--- config.mk ---
export PLATFORM = sky130hd
export DESIGN_NAME = active_set_bound_update_core_flat
export DESIGN_NICKNAME = d
export VERILOG_FILES = /design/src/design/asbu_pkg.sv /design/src/design/asbu_if.sv /design/src/design/asbu_bound_check.sv /design/src/design/asbu_member_ram.sv /design/src/design/active_set_bound_update_core.sv /design/src/flat_wrapper.sv
export VERILOG_INCLUDE_DIRS = /design/src /design/src/design
export SDC_FILE = /design/constraint.sdc
export NUM_CORES = 1
export LEC_CHECK = 0
export BUFFER_PORTS_ARGS = -buffer_cell sky130_fd_sc_hd__buf_2
export CORE_MARGIN = 2
export CORE_UTILIZATION = 60
export DETAILED_ROUTE_END_ITERATION = 7
export PLACE_DENSITY = 0.87
export SLEW_MARGIN = 20
export SYNTH_ARGS = -nofsm -noshare
export SYNTH_HDL_FRONTEND = slang
export SYNTH_SLANG_ARGS = --single-unit
export TNS_END_PERCENT = 5
--- constraint.sdc ---
create_clock -name clk -period 6.9 [get_ports clk]
set_input_delay 0 -clock clk [delete_from_list [all_inputs] [get_ports clk]]
set_output_delay 0 -clock clk [all_outputs]
set_load 0.05 [all_outputs]
--- src/design/active_set_bound_update_core_macros.svh ---
// Assertion macros for the working-set core.
// Both expect signals named clk and arst_n in the scope of use.
`ifndef ACTIVE_SET_BOUND_UPDATE_CORE_MACROS_SVH
`define ACTIVE_SET_BOUND_UPDATE_CORE_MACROS_SVH

// same-cycle implication
`define ASBU_ASSERT_IMPL(label, ante, cons, msg) \
	label: assert property (@(posedge clk) disable iff (!arst_n) (ante) |-> (cons)) \
		else $error(msg);

// next-cycle implication
`define ASBU_ASSERT_NEXT(label, ante, cons, msg) \
	label: assert property (@(posedge clk) disable iff (!arst_n) (ante) |=> (cons)) \
		else $error(msg);

`endif

--- src/design/asbu_pkg.sv ---
package asbu_pkg;

	localparam int IDX_W        = 7;
	localparam int DATA_W       = 32;
	localparam int TOL_W        = 16;
	localparam int CNT_W        = 7;
	localparam int MAX_VARS_DEF = 64;

	localparam int PADDR_W = 2;
	localparam int PDATA_W = 32;

	localparam logic [PADDR_W-1:0] REG_TOL_ADDR = '0;
	localparam logic [TOL_W-1:0]   TOL_RESET    = 16'd1;

	typedef enum logic [1:0] {
		REL_NOT_ASKED = 2'd0,
		REL_NONE      = 2'd1,
		REL_DONE      = 2'd2
	} rel_status_t;

	// per-item bound check results
	typedef struct packed {
		logic              at_any;
		logic              outward;
		logic [DATA_W-1:0] mag;
	} bound_flags_t;

endpackage

--- src/design/asbu_if.sv ---
interface asbu_in_if;
	logic                               valid;
	logic                               ready;
	logic [asbu_pkg::IDX_W-1:0]         var_index;
	logic signed [asbu_pkg::DATA_W-1:0] lower_bound;
	logic signed [asbu_pkg::DATA_W-1:0] upper_bound;
	logic signed [asbu_pkg::DATA_W-1:0] current_value;
	logic signed [asbu_pkg::DATA_W-1:0] gradient;
	logic                               last_item;
	logic                               release_by_step;
	logic                               release_by_convergence;

	modport source (
		output valid, var_index, lower_bound, upper_bound, current_value, gradient,
		       last_item, release_by_step, release_by_convergence,
		input  ready
	);
	modport sink (
		input  valid, var_index, lower_bound, upper_bound, current_value, gradient,
		       last_item, release_by_step, release_by_convergence,
		output ready
	);
endinterface

interface asbu_out_if;
	logic                       valid;
	logic                       ready;
	logic [asbu_pkg::IDX_W-1:0] out_index;
	logic                       in_set;
	logic                       newly_added;
	logic                       pass_done;
	logic [1:0]                 release_status;
	logic [asbu_pkg::IDX_W-1:0] released_index;
	logic [asbu_pkg::CNT_W-1:0] active_count;

	modport source (
		output valid, out_index, in_set, newly_added, pass_done, release_status,
		       released_index, active_count,
		input  ready
	);
	modport sink (
		input  valid, out_index, in_set, newly_added, pass_done, release_status,
		       released_index, active_count,
		output ready
	);
endinterface

--- src/design/asbu_bound_check.sv ---
module asbu_bound_check (
	input  logic signed [asbu_pkg::DATA_W-1:0] lower_bound,
	input  logic signed [asbu_pkg::DATA_W-1:0] upper_bound,
	input  logic signed [asbu_pkg::DATA_W-1:0] current_value,
	input  logic signed [asbu_pkg::DATA_W-1:0] gradient,
	input  logic [asbu_pkg::TOL_W-1:0]         tol,
	output asbu_pkg::bound_flags_t             flags
);
	localparam int DW = asbu_pkg::DATA_W;
	localparam int EW = DW + 1;

	logic signed [EW-1:0] d_hi, d_lo, tol_x, g_x;
	logic [EW-1:0]        a_hi, a_lo, tol_u;
	logic                 at_hi, at_lo, g_up, g_dn;

	always_comb begin
		tol_u = {{(EW-asbu_pkg::TOL_W){1'b0}}, tol};
		tol_x = $signed(tol_u);
		g_x   = $signed({gradient[DW-1], gradient});
		d_hi  = $signed({upper_bound[DW-1], upper_bound})
		      - $signed({current_value[DW-1], current_value});
		d_lo  = $signed({lower_bound[DW-1], lower_bound})
		      - $signed({current_value[DW-1], current_value});
		// |d| stays below 2^32, fits 33 bits unsigned
		a_hi  = d_hi[EW-1] ? EW'(-d_hi) : EW'(d_hi);
		a_lo  = d_lo[EW-1] ? EW'(-d_lo) : EW'(d_lo);
		at_hi = a_hi < tol_u;
		at_lo = a_lo < tol_u;
		g_up  = g_x > tol_x;
		g_dn  = g_x < -tol_x;

		flags.at_any  = at_hi || at_lo;
		flags.outward = (at_hi && g_up) || (at_lo && g_dn);
		flags.mag     = gradient[DW-1] ? DW'(-gradient) : DW'(gradient);
	end
endmodule

--- src/design/asbu_member_ram.sv ---
module asbu_member_ram #(
	parameter int DEPTH = asbu_pkg::MAX_VARS_DEF,
	parameter int AW    = 6
) (
	input  logic          clk,
	input  logic          we,
	input  logic [AW-1:0] waddr,
	input  logic          wdata,
	input  logic          re,
	input  logic [AW-1:0] raddr,
	output logic          rd_data
);
	logic mem [DEPTH];
	logic rd_data_q;

	// read-before-write on a shared address
	always_ff @(posedge clk) begin
		if (we) begin
			mem[waddr] <= wdata;
		end
		if (re) begin
			rd_data_q <= mem[raddr];
		end
	end

	assign rd_data = rd_data_q;
endmodule

--- src/design/active_set_bound_update_core.sv ---
// An accepted item is registered into stage 1; its result is then registered in the
// output register, from which it is taken when out_if.ready is high.
// Throughput: one item per cycle while the output is taken. A last item with a release
// request holds off the input: its add and release may both need the RAM write port.
// Reset: asynchronous, active low. Afterwards the membership RAM is swept to zero,
// one entry per cycle, with the input held off until the sweep ends; config is accepted.
`include "active_set_bound_update_core_macros.svh"

module active_set_bound_update_core #(
	parameter int MAX_VARS = asbu_pkg::MAX_VARS_DEF
) (
	input  logic                          clk,
	input  logic                          arst_n,
	asbu_in_if.sink                       in_if,
	asbu_out_if.source                    out_if,
	input  logic                          psel,
	input  logic                          penable,
	input  logic                          pwrite,
	input  logic [asbu_pkg::PADDR_W-1:0]  paddr,
	input  logic [asbu_pkg::PDATA_W-1:0]  pwdata,
	output logic [asbu_pkg::PDATA_W-1:0]  prdata,
	output logic                          pready
);
	localparam int IDX_W = asbu_pkg::IDX_W;
	localparam int DW    = asbu_pkg::DATA_W;
	localparam int TOL_W = asbu_pkg::TOL_W;
	localparam int CNT_W = asbu_pkg::CNT_W;
	localparam int AW    = (MAX_VARS > 1) ? $clog2(MAX_VARS) : 1;
	localparam int EXT   = IDX_W + AW;
	localparam logic [EXT-1:0] MAXV    = EXT'(MAX_VARS);
	localparam logic [AW-1:0]  LAST_AD = AW'(MAX_VARS - 1);

	// one-based index to RAM address
	function automatic logic [AW-1:0] to_addr(input logic [IDX_W-1:0] idx);
		logic [EXT-1:0] ext;
		ext = {{AW{1'b0}}, idx - IDX_W'(1)};
		return ext[AW-1:0];
	endfunction

	// ---------------------------------------------------------------
	// Config register: bound tolerance
	// ---------------------------------------------------------------
	logic [TOL_W-1:0] tol_q;

	assign pready = 1'b1;
	assign prdata = (paddr == asbu_pkg::REG_TOL_ADDR)
	              ? {{(asbu_pkg::PDATA_W-TOL_W){1'b0}}, tol_q} : '0;

	always_ff @(posedge clk or negedge arst_n) begin
		if (!arst_n) begin
			tol_q <= asbu_pkg::TOL_RESET;
		end else if (psel && penable && pwrite && pready
		             && paddr == asbu_pkg::REG_TOL_ADDR) begin
			tol_q <= pwdata[TOL_W-1:0];
		end
	end

	// ---------------------------------------------------------------
	// Post-reset clearing sweep of the membership RAM
	// ---------------------------------------------------------------
	logic          clr_busy_q;
	logic [AW-1:0] clr_cnt_q;

	always_ff @(posedge clk or negedge arst_n) begin
		if (!arst_n) begin
			clr_busy_q <= 1'b1;
			clr_cnt_q  <= '0;
		end else if (clr_busy_q) begin
			if (clr_cnt_q == LAST_AD) begin
				clr_busy_q <= 1'b0;
			end else begin
				clr_cnt_q <= clr_cnt_q + AW'(1);
			end
		end
	end

	// ---------------------------------------------------------------
	// Stage 0: bound and gradient checks on the incoming item.
	// Membership read is launched at the accepting edge.
	// ---------------------------------------------------------------
	asbu_pkg::bound_flags_t flags_in;
	logic                   accept;
	logic                   ok_in;

	asbu_bound_check u_check (
		.lower_bound   (in_if.lower_bound),
		.upper_bound   (in_if.upper_bound),
		.current_value (in_if.current_value),
		.gradient      (in_if.gradient),
		.tol           (tol_q),
		.flags         (flags_in)
	);

	assign ok_in  = (in_if.var_index != '0) && ({{AW{1'b0}}, in_if.var_index} <= MAXV);
	assign accept = in_if.valid && in_if.ready;

	// ---------------------------------------------------------------
	// Stage 1 registers
	// ---------------------------------------------------------------
	logic                   valid_s1;
	logic [IDX_W-1:0]       idx_s1;
	logic [AW-1:0]          addr_s1;
	logic                   ok_s1;
	logic                   last_s1;
	logic                   req_s1;
	asbu_pkg::bound_flags_t flags_s1;

	always_ff @(posedge clk) begin
		if (accept) begin
			idx_s1   <= in_if.var_index;
			addr_s1  <= to_addr(in_if.var_index);
			ok_s1    <= ok_in;
			last_s1  <= in_if.last_item;
			req_s1   <= in_if.release_by_step || in_if.release_by_convergence;
			flags_s1 <= flags_in;
		end
	end

	// ---------------------------------------------------------------
	// Membership RAM and its write path
	// ---------------------------------------------------------------
	logic          rd_data;
	logic          mem_we, mem_wd;
	logic [AW-1:0] mem_wa;
	logic          s1_we, s1_wd;
	logic [AW-1:0] s1_wa;
	logic          pend_q;        // release deferred behind an add
	logic [AW-1:0] pend_addr_q;
	logic          fwd_valid_q;   // most recent RAM write, for the item read at that edge
	logic [AW-1:0] fwd_addr_q;
	logic          fwd_data_q;

	always_comb begin
		if (clr_busy_q) begin
			mem_we = 1'b1;
			mem_wa = clr_cnt_q;
			mem_wd = 1'b0;
		end else if (s1_we) begin
			mem_we = 1'b1;
			mem_wa = s1_wa;
			mem_wd = s1_wd;
		end else begin
			// a pending release only exists while stage 1 is empty
			mem_we = pend_q;
			mem_wa = pend_addr_q;
			mem_wd = 1'b0;
		end
	end

	asbu_member_ram #(
		.DEPTH (MAX_VARS),
		.AW    (AW)
	) u_ram (
		.clk     (clk),
		.we      (mem_we),
		.waddr   (mem_wa),
		.wdata   (mem_wd),
		.re      (accept),
		.raddr   (to_addr(in_if.var_index)),
		.rd_data (rd_data)
	);

	// ---------------------------------------------------------------
	// Stage 1: resolve membership, candidate tracking, release
	// ---------------------------------------------------------------
	logic [DW-1:0]          best_mag_q;
	logic [IDX_W-1:0]       best_cand_q;
	logic [CNT_W-1:0]       count_q;
	logic                   out_valid_q;
	logic                   out_free, adv, block;
	logic                   was_in, add, upd, rel, now_in;
	logic [IDX_W-1:0]       cand_nx;
	logic [DW-1:0]          mag_nx;
	logic [CNT_W-1:0]       cnt_nx;
	asbu_pkg::rel_status_t  status;

	assign out_free = !out_valid_q || out_if.ready;
	assign adv      = valid_s1 && out_free;
	// a requested pass end may need two RAM writes: hold the input off while it sits in stage 1
	assign block    = valid_s1 && last_s1 && req_s1;
	assign in_if.ready = !clr_busy_q && (!valid_s1 || adv) && !block;

	always_comb begin
		was_in  = ok_s1 && ((fwd_valid_q && fwd_addr_q == addr_s1) ? fwd_data_q : rd_data);
		add     = ok_s1 && flags_s1.at_any && !was_in;
		upd     = was_in && flags_s1.outward && (flags_s1.mag > best_mag_q);
		cand_nx = upd ? idx_s1 : best_cand_q;
		mag_nx  = upd ? flags_s1.mag : best_mag_q;
		// a tracked candidate was a member when chosen and nothing leaves mid-pass
		rel     = last_s1 && req_s1 && (cand_nx != '0);
		now_in  = (was_in || add) && !(rel && cand_nx == idx_s1);

		if (last_s1 && req_s1) begin
			status = rel ? asbu_pkg::REL_DONE : asbu_pkg::REL_NONE;
		end else begin
			status = asbu_pkg::REL_NOT_ASKED;
		end

		if (add && !rel) begin
			cnt_nx = count_q + CNT_W'(1);
		end else if (rel && !add) begin
			cnt_nx = count_q - CNT_W'(1);
		end else begin
			cnt_nx = count_q;
		end

		s1_we = adv && (add || rel);
		s1_wa = add ? addr_s1 : to_addr(cand_nx);
		s1_wd = add;
	end

	always_ff @(posedge clk or negedge arst_n) begin
		if (!arst_n) begin
			valid_s1    <= 1'b0;
			best_mag_q  <= '0;
			best_cand_q <= '0;
			count_q     <= '0;
			pend_q      <= 1'b0;
			fwd_valid_q <= 1'b0;
		end else begin
			if (accept) begin
				valid_s1 <= 1'b1;
			end else if (adv) begin
				valid_s1 <= 1'b0;
			end
			if (adv) begin
				best_mag_q  <= last_s1 ? '0 : mag_nx;
				best_cand_q <= last_s1 ? '0 : cand_nx;
				count_q     <= cnt_nx;
			end
			pend_q <= adv && add && rel;
			if (mem_we) begin
				fwd_valid_q <= 1'b1;
			end
		end
	end

	always_ff @(posedge clk) begin
		if (adv) begin
			pend_addr_q <= to_addr(cand_nx);
		end
		if (mem_we) begin
			fwd_addr_q <= mem_wa;
			fwd_data_q <= mem_wd;
		end
	end

	// ---------------------------------------------------------------
	// Output register
	// ---------------------------------------------------------------
	logic [IDX_W-1:0] out_index_q, released_index_q;
	logic             in_set_q, newly_added_q, pass_done_q;
	logic [1:0]       release_status_q;
	logic [CNT_W-1:0] active_count_q;

	always_ff @(posedge clk or negedge arst_n) begin
		if (!arst_n) begin
			out_valid_q <= 1'b0;
		end else if (adv) begin
			out_valid_q <= 1'b1;
		end else if (out_if.ready) begin
			out_valid_q <= 1'b0;
		end
	end

	always_ff @(posedge clk) begin
		if (adv) begin
			out_index_q      <= idx_s1;
			in_set_q         <= now_in;
			newly_added_q    <= add;
			pass_done_q      <= last_s1;
			release_status_q <= status;
			released_index_q <= rel ? cand_nx : '0;
			active_count_q   <= cnt_nx;
		end
	end

	assign out_if.valid          = out_valid_q;
	assign out_if.out_index      = out_index_q;
	assign out_if.in_set         = in_set_q;
	assign out_if.newly_added    = newly_added_q;
	assign out_if.pass_done      = pass_done_q;
	assign out_if.release_status = release_status_q;
	assign out_if.released_index = released_index_q;
	assign out_if.active_count   = active_count_q;

	// ---------------------------------------------------------------
	// Assertions
	// ---------------------------------------------------------------
	`ASBU_ASSERT_IMPL(a_pend_s1_empty, pend_q, !valid_s1, "deferred release with item in stage 1")
	`ASBU_ASSERT_IMPL(a_clr_no_accept, clr_busy_q, !in_if.ready, "input taken during RAM sweep")
	`ASBU_ASSERT_IMPL(a_rel_index, out_valid_q && release_status_q == asbu_pkg::REL_DONE,
		released_index_q != '0, "release reported without an index")
	`ASBU_ASSERT_NEXT(a_pass_clear, adv && last_s1,
		best_cand_q == '0 && best_mag_q == '0, "tracking not cleared at pass end")

endmodule
--- src/flat_wrapper.sv ---
// flat-port wrapper written by rule: the top's interface ports become plain ports
module active_set_bound_update_core_flat 
#(
	parameter int MAX_VARS = asbu_pkg::MAX_VARS_DEF
)
  (clk, arst_n, psel, penable, pwrite, paddr, pwdata, prdata, pready, in_if_valid, in_if_var_index, in_if_lower_bound, in_if_upper_bound, in_if_current_value, in_if_gradient, in_if_last_item, in_if_release_by_step, in_if_release_by_convergence, in_if_ready, out_if_valid, out_if_out_index, out_if_in_set, out_if_newly_added, out_if_pass_done, out_if_release_status, out_if_released_index, out_if_active_count, out_if_ready);
  asbu_in_if in_if_i ();
  asbu_out_if out_if_i ();
  input  logic clk;
  input  logic arst_n;
  input  logic psel;
  input  logic penable;
  input  logic pwrite;
  input  logic [asbu_pkg::PADDR_W-1:0] paddr;
  input  logic [asbu_pkg::PDATA_W-1:0] pwdata;
  output logic [asbu_pkg::PDATA_W-1:0] prdata;
  output logic pready;
  input wire logic [$bits(in_if_i.valid)-1:0] in_if_valid;
  input wire logic [$bits(in_if_i.var_index)-1:0] in_if_var_index;
  input wire logic [$bits(in_if_i.lower_bound)-1:0] in_if_lower_bound;
  input wire logic [$bits(in_if_i.upper_bound)-1:0] in_if_upper_bound;
  input wire logic [$bits(in_if_i.current_value)-1:0] in_if_current_value;
  input wire logic [$bits(in_if_i.gradient)-1:0] in_if_gradient;
  input wire logic [$bits(in_if_i.last_item)-1:0] in_if_last_item;
  input wire logic [$bits(in_if_i.release_by_step)-1:0] in_if_release_by_step;
  input wire logic [$bits(in_if_i.release_by_convergence)-1:0] in_if_release_by_convergence;
  output wire logic [$bits(in_if_i.ready)-1:0] in_if_ready;
  output wire logic [$bits(out_if_i.valid)-1:0] out_if_valid;
  output wire logic [$bits(out_if_i.out_index)-1:0] out_if_out_index;
  output wire logic [$bits(out_if_i.in_set)-1:0] out_if_in_set;
  output wire logic [$bits(out_if_i.newly_added)-1:0] out_if_newly_added;
  output wire logic [$bits(out_if_i.pass_done)-1:0] out_if_pass_done;
  output wire logic [$bits(out_if_i.release_status)-1:0] out_if_release_status;
  output wire logic [$bits(out_if_i.released_index)-1:0] out_if_released_index;
  output wire logic [$bits(out_if_i.active_count)-1:0] out_if_active_count;
  input wire logic [$bits(out_if_i.ready)-1:0] out_if_ready;
  assign in_if_i.valid = in_if_valid;
  assign in_if_i.var_index = in_if_var_index;
  assign in_if_i.lower_bound = in_if_lower_bound;
  assign in_if_i.upper_bound = in_if_upper_bound;
  assign in_if_i.current_value = in_if_current_value;
  assign in_if_i.gradient = in_if_gradient;
  assign in_if_i.last_item = in_if_last_item;
  assign in_if_i.release_by_step = in_if_release_by_step;
  assign in_if_i.release_by_convergence = in_if_release_by_convergence;
  assign in_if_ready = in_if_i.ready;
  assign out_if_valid = out_if_i.valid;
  assign out_if_out_index = out_if_i.out_index;
  assign out_if_in_set = out_if_i.in_set;
  assign out_if_newly_added = out_if_i.newly_added;
  assign out_if_pass_done = out_if_i.pass_done;
  assign out_if_release_status = out_if_i.release_status;
  assign out_if_released_index = out_if_i.released_index;
  assign out_if_active_count = out_if_i.active_count;
  assign out_if_i.ready = out_if_ready;
  active_set_bound_update_core #(.MAX_VARS(MAX_VARS)) u_core (.clk(clk), .arst_n(arst_n), .in_if(in_if_i), .out_if(out_if_i), .psel(psel), .penable(penable), .pwrite(pwrite), .paddr(paddr), .pwdata(pwdata), .prdata(prdata), .pready(pready));
endmodule
After elaboration in Yosys (flattened, before gate mapping)
Memories as Yosys holds them, arrays and structs flattened. A register that Yosys moved wholly into a read port is not among the register bits.
Cells that the tools add are included.

cells by class
  equality and inequality tests = 3
  reduce and logical (&&, ||, !) cells = 50
  $lt $le $gt $ge = 6
  $add $sub $neg = 11
  bitwise operators = 1
  mux-type cells = 27

operator list
  cell                                                   number
  less-than comparator 33 x 16 -> 1 bit                  2
  2-to-1 mux 33 bit                                      2
  negator 33 bit                                         2
  subtractor 32 x 32 -> 33 bit                           2
  2-to-1 mux 32 bit                                      2
  less-than comparator 32 x 33 -> 1 bit                  1
  negator 16 -> 33 bit                                   1
  > comparator 32 x 17 -> 1 bit                          1
  > comparator 32 bit                                    1
  negator 32 bit                                         1
  2-to-1 mux 31 bit                                      1
  2-to-1 mux 7 bit                                       4
  logical AND 1 bit                                      27
  2-to-1 mux 6 bit                                       3
  2-to-1 mux 16 bit                                      1
  nonzero test 7 bit                                     2
  2-to-1 mux 1 bit                                       13
  subtractor 6 x 1 -> 6 bit, second input constant       2
  logical NOT 1 bit                                      8
  adder 7 x 1 -> 7 bit, second input constant            1
  == test 7 bit                                          1
  less-or-equal comparator 7 bit, second input constant  1
  logical OR 1 bit                                       7
  subtractor 7 x 1 -> 7 bit, second input constant       1
  other kinds (8)                                        11

word-level totals
  memory bits (writable) = 64
  bits in registers = 162
  input port bits = 179
  word-level logic and storage cells = 128
  memories kept = 1
  output and inout port bits = 61

memory list
  memory            depth  bits a word  read ports  clocked after memory_dff  write ports  RTL line               text
  u_core.u_ram.mem  64     1            1           1                         1            asbu_member_ram.sv:13  logic mem [DEPTH];

Logic depth before layout (Yosys ltp)
  depth after elaboration = 15
  depth in mapped cells = 26
  depth with buffers taken out = 24

Modules after synthesis
From an unflattened synthesis, not the netlist that was laid out.

unflattened totals
  cells, all modules = 2098
  area total of the unflattened synthesis = 19555.0 sq um

modules (own cells, without submodules)
  module                        area each (sq um)  sequential area each (sq um)  cells each  times used
  asbu_bound_check              8949.8             0.0                           1279        1
  active_set_bound_update_core  7681.1             4501.8                        615         1
  asbu_member_ram               2924.1             1951.9                        204         1

Worst setup path before layout
Ideal clock, no wire load.

  kind = in2reg
  start point = input in_if_lower_bound[0]
  end point = register u_core.flags_s1[32] in the netlist's numbering, data pin
  cell stages on the path = 26
  data arrival time = 5132 ps
  buffers on the path = 2
  required time = 6735 ps
  setup slack = 1603 ps
  setup time = 165 ps
  cells stage by stage = inv_1 -> ha_1 -> fa_1 -> nand2b_2 -> a211oi_4 -> o211ai_1 -> a211oi_2 -> a211o_1 -> a31o_2 -> clkbuf_1 -> clkbuf_1 -> nor2_1 -> a21oi_1 -> ha_1 -> a21boi_0 -> o21ai_0 -> nand2b_1 -> a21oi_1 -> nor3_1 -> o41ai_1 -> a211oi_1 -> a211oi_1 -> o31a_1 -> o2111ai_1 -> or4_4 -> o31ai_2

RTL lines
  item                  RTL line                             text
  start, declared       flat_wrapper.sv:20                   input wire logic [$bits(in_if_i.lower_bound)-1:0] in_if_lower_bound;
  end signal, assigned  active_set_bound_update_core.sv:115  flags_s1 <= flags_in;
  end, declared         active_set_bound_update_core.sv:106  asbu_pkg::bound_flags_t flags_s1;

Worst setup path after layout
  start point = register u_core.best_mag_q[9]
  end point = memory u_core.u_ram.mem[23], enable pin

on the way
  longest elaborated chain between the ends = 11
  elaborated cells between the ends (all ways) = 15
  classes of those cells = 1 x add/sub; 1 x order compare; 8 x mux; 5 x reduce/logical

ends and longest elaborated chain
  item                                                               RTL line                             text
  start, declared                                                    active_set_bound_update_core.sv:166  logic [DW-1:0] best_mag_q;
  start signal, assigned                                             active_set_bound_update_core.sv:227  best_mag_q <= last_s1 ? '0 : mag_nx;
  > comparator 32 bit *                                              active_set_bound_update_core.sv:186  upd = was_in && flags_s1.outward && (flags_s1.mag > best_mag_q);
  logical AND 1 bit *                                                active_set_bound_update_core.sv:186
  2-to-1 mux 7 bit *                                                 active_set_bound_update_core.sv:187  cand_nx = upd ? idx_s1 : best_cand_q;
  branches (longest 8 deep; another with subtractor 6 x 1 -> 6 bit)  -
  end, declared                                                      asbu_member_ram.sv:13

Every way passes the cells marked *.

==> impl_metrics.py <==
metrics = {
    "yosys": {
        "async_flop_share_pct": 32.16,
        "synthCells": 2112,
        "yosys_warnings": 0,
        "synthAdderAreaFrac_pct": 12.30,
        "synth_flop_cell": "edfxtp_1",
        "syn_area_mm2": 0.01925,
        "synth_top_family_by_area": "compound AO/OA/AOI/OAI gates",
        "synth-xor-area-share_pct": 6.727,
        "seq_area_frac_synth_pct": 33.53,
        "synth_cell_type_count": 101,
        "synth_compound_area_share_pct": 20.62,
        "syn_avg_cell_area_um2": 9.114,
        "synth_mux_area_share_pct": 3.419,
        "synth_edf_count": 154,
        "ys_ff_latch": 227,
        "yosys.area_share.simple_pct": 18.52,
    },
    "critical_path": {
        "max_stage_delay_ns": 0.94,
        "worst-r2r-cell-count": 20,
        "path_common_cell": "a21o_1",
        "crit_chain": "inv_1 > ha_1 > a21o_1 > a21o_1 > a21oi_1 > o21ai_0 > and2_1 > a311oi_1 > a21o_1 > a21oi_1 > ha_1 > nor4b_1 > nand2_1 > a211oi_1 > a211o_1 > inv_2 > o21ai_1 > o41ai_1 > nand3_1 > nor2_1",
        "start_kind": "flop",
        "crit_slowest_cell": "o41ai_1",
        "worst_ep_arrival_time_ns": 6.41,
        "critPathKind": "flop to flop",
        "crit_path_max_fanout": 16,
        "end_kind": "flop",
        "cp_data_required_time_ns": 7.12,
    },
    "status": {
        "outcome": "complete, no violations",
    },
    "power_and_ir_drop": {
        "leakagePower_nw": 9.034,
        "cellPowerDensity_mw_per_mm2": 220.2,
        "p_total_mw": 4.799,
        "ir_drop_mv": 0.1772,
    },
    "cts": {
        "root_buffer": "clkbuf_16",
        "cts.sinks": 227,
        "worstSkewPairLatency_ns": 0.53,
        "cts_made_buffers": 22,
        "ctsHoldBuffers": 62,
        "clk_pin_slew_ns": 0.07,
        "clk_path_buf_depth": 3,
        "cts_resized": 0,
        "post_cts_buffers": 0,
        "cts_tree": "yes",
        "h-tree-depth": 1,
    },
    "timing": {
        "hold_viol": 0,
        "grt_setup_unrepaired": "false",
        "max_clock_freq_mhz": 161.7,
        "period_share_pct": 89.65,
        "slew_viol_final": 0,
        "max_slew_margin_pct": 25.06,
        "worst_slew_pin_slew_ns": 1.096,
        "fin_tns_setup_ns": 0,
        "layout_min_cycle_time_ns": 6.186,
        "fin_skew_ns": 0.02504,
        "setup_violations": 0,
    },
    "drt": {
        "vias_per_cell": 6.536,
        "wl_per_cell_um": 19.68,
        "wl_um": 54230,
        "drc_errors": 0,
        "ant_nets": 0,
        "drt-initial-drc-count": 1745,
        "drt-pass1-iter-count": 6,
        "vias": 18010,
    },
    "finish": {
        "final_cell_mix": "buf_2 (205), ha_1 (186), nor2_1 (178), nand2_1 (177), edfxtp_1 (154)",
        "multi_input_area_mm2": 0.01194,
        "fillers": 2332,
        "final_nets": 2702,
        "layout_commonest_cell": "buf_2",
        "syn2layout_area_growth_pct": 13.24,
        "utilization_pct": 69.08,
        "layout-drive-gt1-share_pct": 14.08,
        "regArea_mm2": 0.006454,
        "final_cell_area_mm2": 0.02180,
    },
    "die": {
        "dieArea_mm2": 0.03353,
        "rows": 65,
        "core_area_mm2": 0.03156,
        "die_h_um": 183.1,
        "ios": 240,
        "initial_core_util_pct": 61.00,
        "die_x_um": 183.1,
    },
    "grt": {
        "grt_pass1_wl_um": 86020,
        "antenna_found_initial": 1,
        "grt_max_degree": 74,
        "gr-total-overflow": 0,
        "grt_pass1_vias": 17570,
        "grt_use_total_pct": 31.49,
    },
    "run": {
        "drv_cap": 0,
    },
    "placement": {
        "gp_congestion": 0.9251,
        "port_buffers": 206,
        "place_area_mm2": 0.02049,
        "dp_hpwl_um": 38220,
    },
    "worst_hold_path": {
        "hold_depth": 1,
        "hold_class": "input port to flop",
    },
}
[worst paths after layout]
check	endpoint	start	slack (ns)
max in group asynchronous	u_core.best_mag_q[4]	arst_n	6.05
min in group asynchronous	u_core.tol_q[12]	arst_n	0.20
min	u_core.idx_s1[0]	in_if_var_index[0]	0.07
max	u_core.u_ram.mem[23]	u_core.best_mag_q[9]	0.71
max reg2reg	u_core.u_ram.mem[23]	u_core.best_mag_q[9]	0.71
min reg2reg	u_core.out_if.valid	u_core.valid_s1	0.49
[state kept, by name, indices dropped and copies added (netlist names), 2 cells and up]
name,flops
u_core.u_ram.mem,64
u_core.flags_s1,34
u_core.best_mag_q,32
u_core.tol_q,16
u_core.best_cand_q,7
u_core.count_q,7
u_core.idx_s1,7
u_core.out_if.active_count,7
u_core.out_if.out_index,7
u_core.out_if.released_index,7
u_core.addr_s1,6
u_core.clr_cnt_q,6
u_core.fwd_addr_q,6
u_core.pend_addr_q,6
u_core.out_if.release_status,2
[Yosys cell counts, types with 14 or more instances]
cell,count,area share [%]
xnor2_1,103,4.7
ha_1,186,12
o21ai_0,101,2.6
nand3_1,47,1.2
and2_1,36,1.2
mux4_2,20,2.3
a31oi_1,22,0.71
or3_1,26,0.84
nor2b_1,20,0.65
nor2_1,179,3.5
mux2i_1,14,0.73
a21oi_1,119,3.1
a22o_1,40,1.8
xor2_1,43,2.0
and3_1,21,0.68
nand2b_1,17,0.55
nor4_1,20,0.65
nand2_1,177,3.5
o31ai_1,20,0.78
inv_1,128,2.5
dfrtp_1,71,9.2
a21o_1,48,1.9
clkbuf_1,62,1.2
nor3_1,64,1.7
buf_4,17,0.66
o21a_1,21,0.82
o211ai_1,28,1.1
nand4_1,43,1.4
a211oi_1,22,0.86
edfxtp_1,154,24
[where the power goes]
| part | switching, mW | internal (mW) |
|---|---|---|
| clock | 0.517 | 0.640 |
| sequential | 0.101 | 1.60 |
| combinational | 1.22 | 0.717 |
[area by class of cell]
type                            instances  area share [%]
Tap cell                              402           2.307
Clock inverter                         12          0.4477
Inverter                              131           2.256
Multi-Input combinational cell       1675           54.75
Antenna cell                            2         0.02296
Timing Repair Buffer                  278           7.933
Sequential cell                       227           29.61
Clock buffer                           28           2.675
[per-stage QoR]
| step | worst slack (ns) | hold slack [ns] | std cells |
|---|---|---|---|
| after floorplan | 1.603 | -0.2956 | 2127 |
| after global placement | 1.006 | 0.1833 | 2651 |
| after detailed placement | 0.8174 | 0.1838 | 2651 |
| after CTS | 0.8121 | 0.03105 | 2753 |
| after global routing | 0.3661 | 0.08134 | 2754 |
| final | 0.7142 | 0.06529 | 2755 |
[metal layers]
layer  up-vias  global-route usage (%)  share of wire (%)
li1       8302                       -                  -
met1      8461                   38.56                 39
met2      1007                   55.38                 49
met3       237                   4.011                7.7
met4         0                   14.62                4.7
met5         -                       0                  0
[critical path: cells and delay by family, from the launching register on]
family          cells  cell delay, ns
flops               1            0.36
compound gates     11            3.53
fa+ha+maj           2            0.60
simple gates        5            1.11
buf+inv             2            0.29
[logic make-up (layout without fill, tap and decap cells)]
logic type / after synthesis / after routing
mux: 40 / 40
xor+xnor: 147 / 147
flops: 227 / 227
buf+inv: 225 / 449
compound gates: 570 / 570
simple gates: 713 / 713
other cells: 2 / 19
fa+ha+maj: 188 / 188
Power figures use the tool's default switching activity.
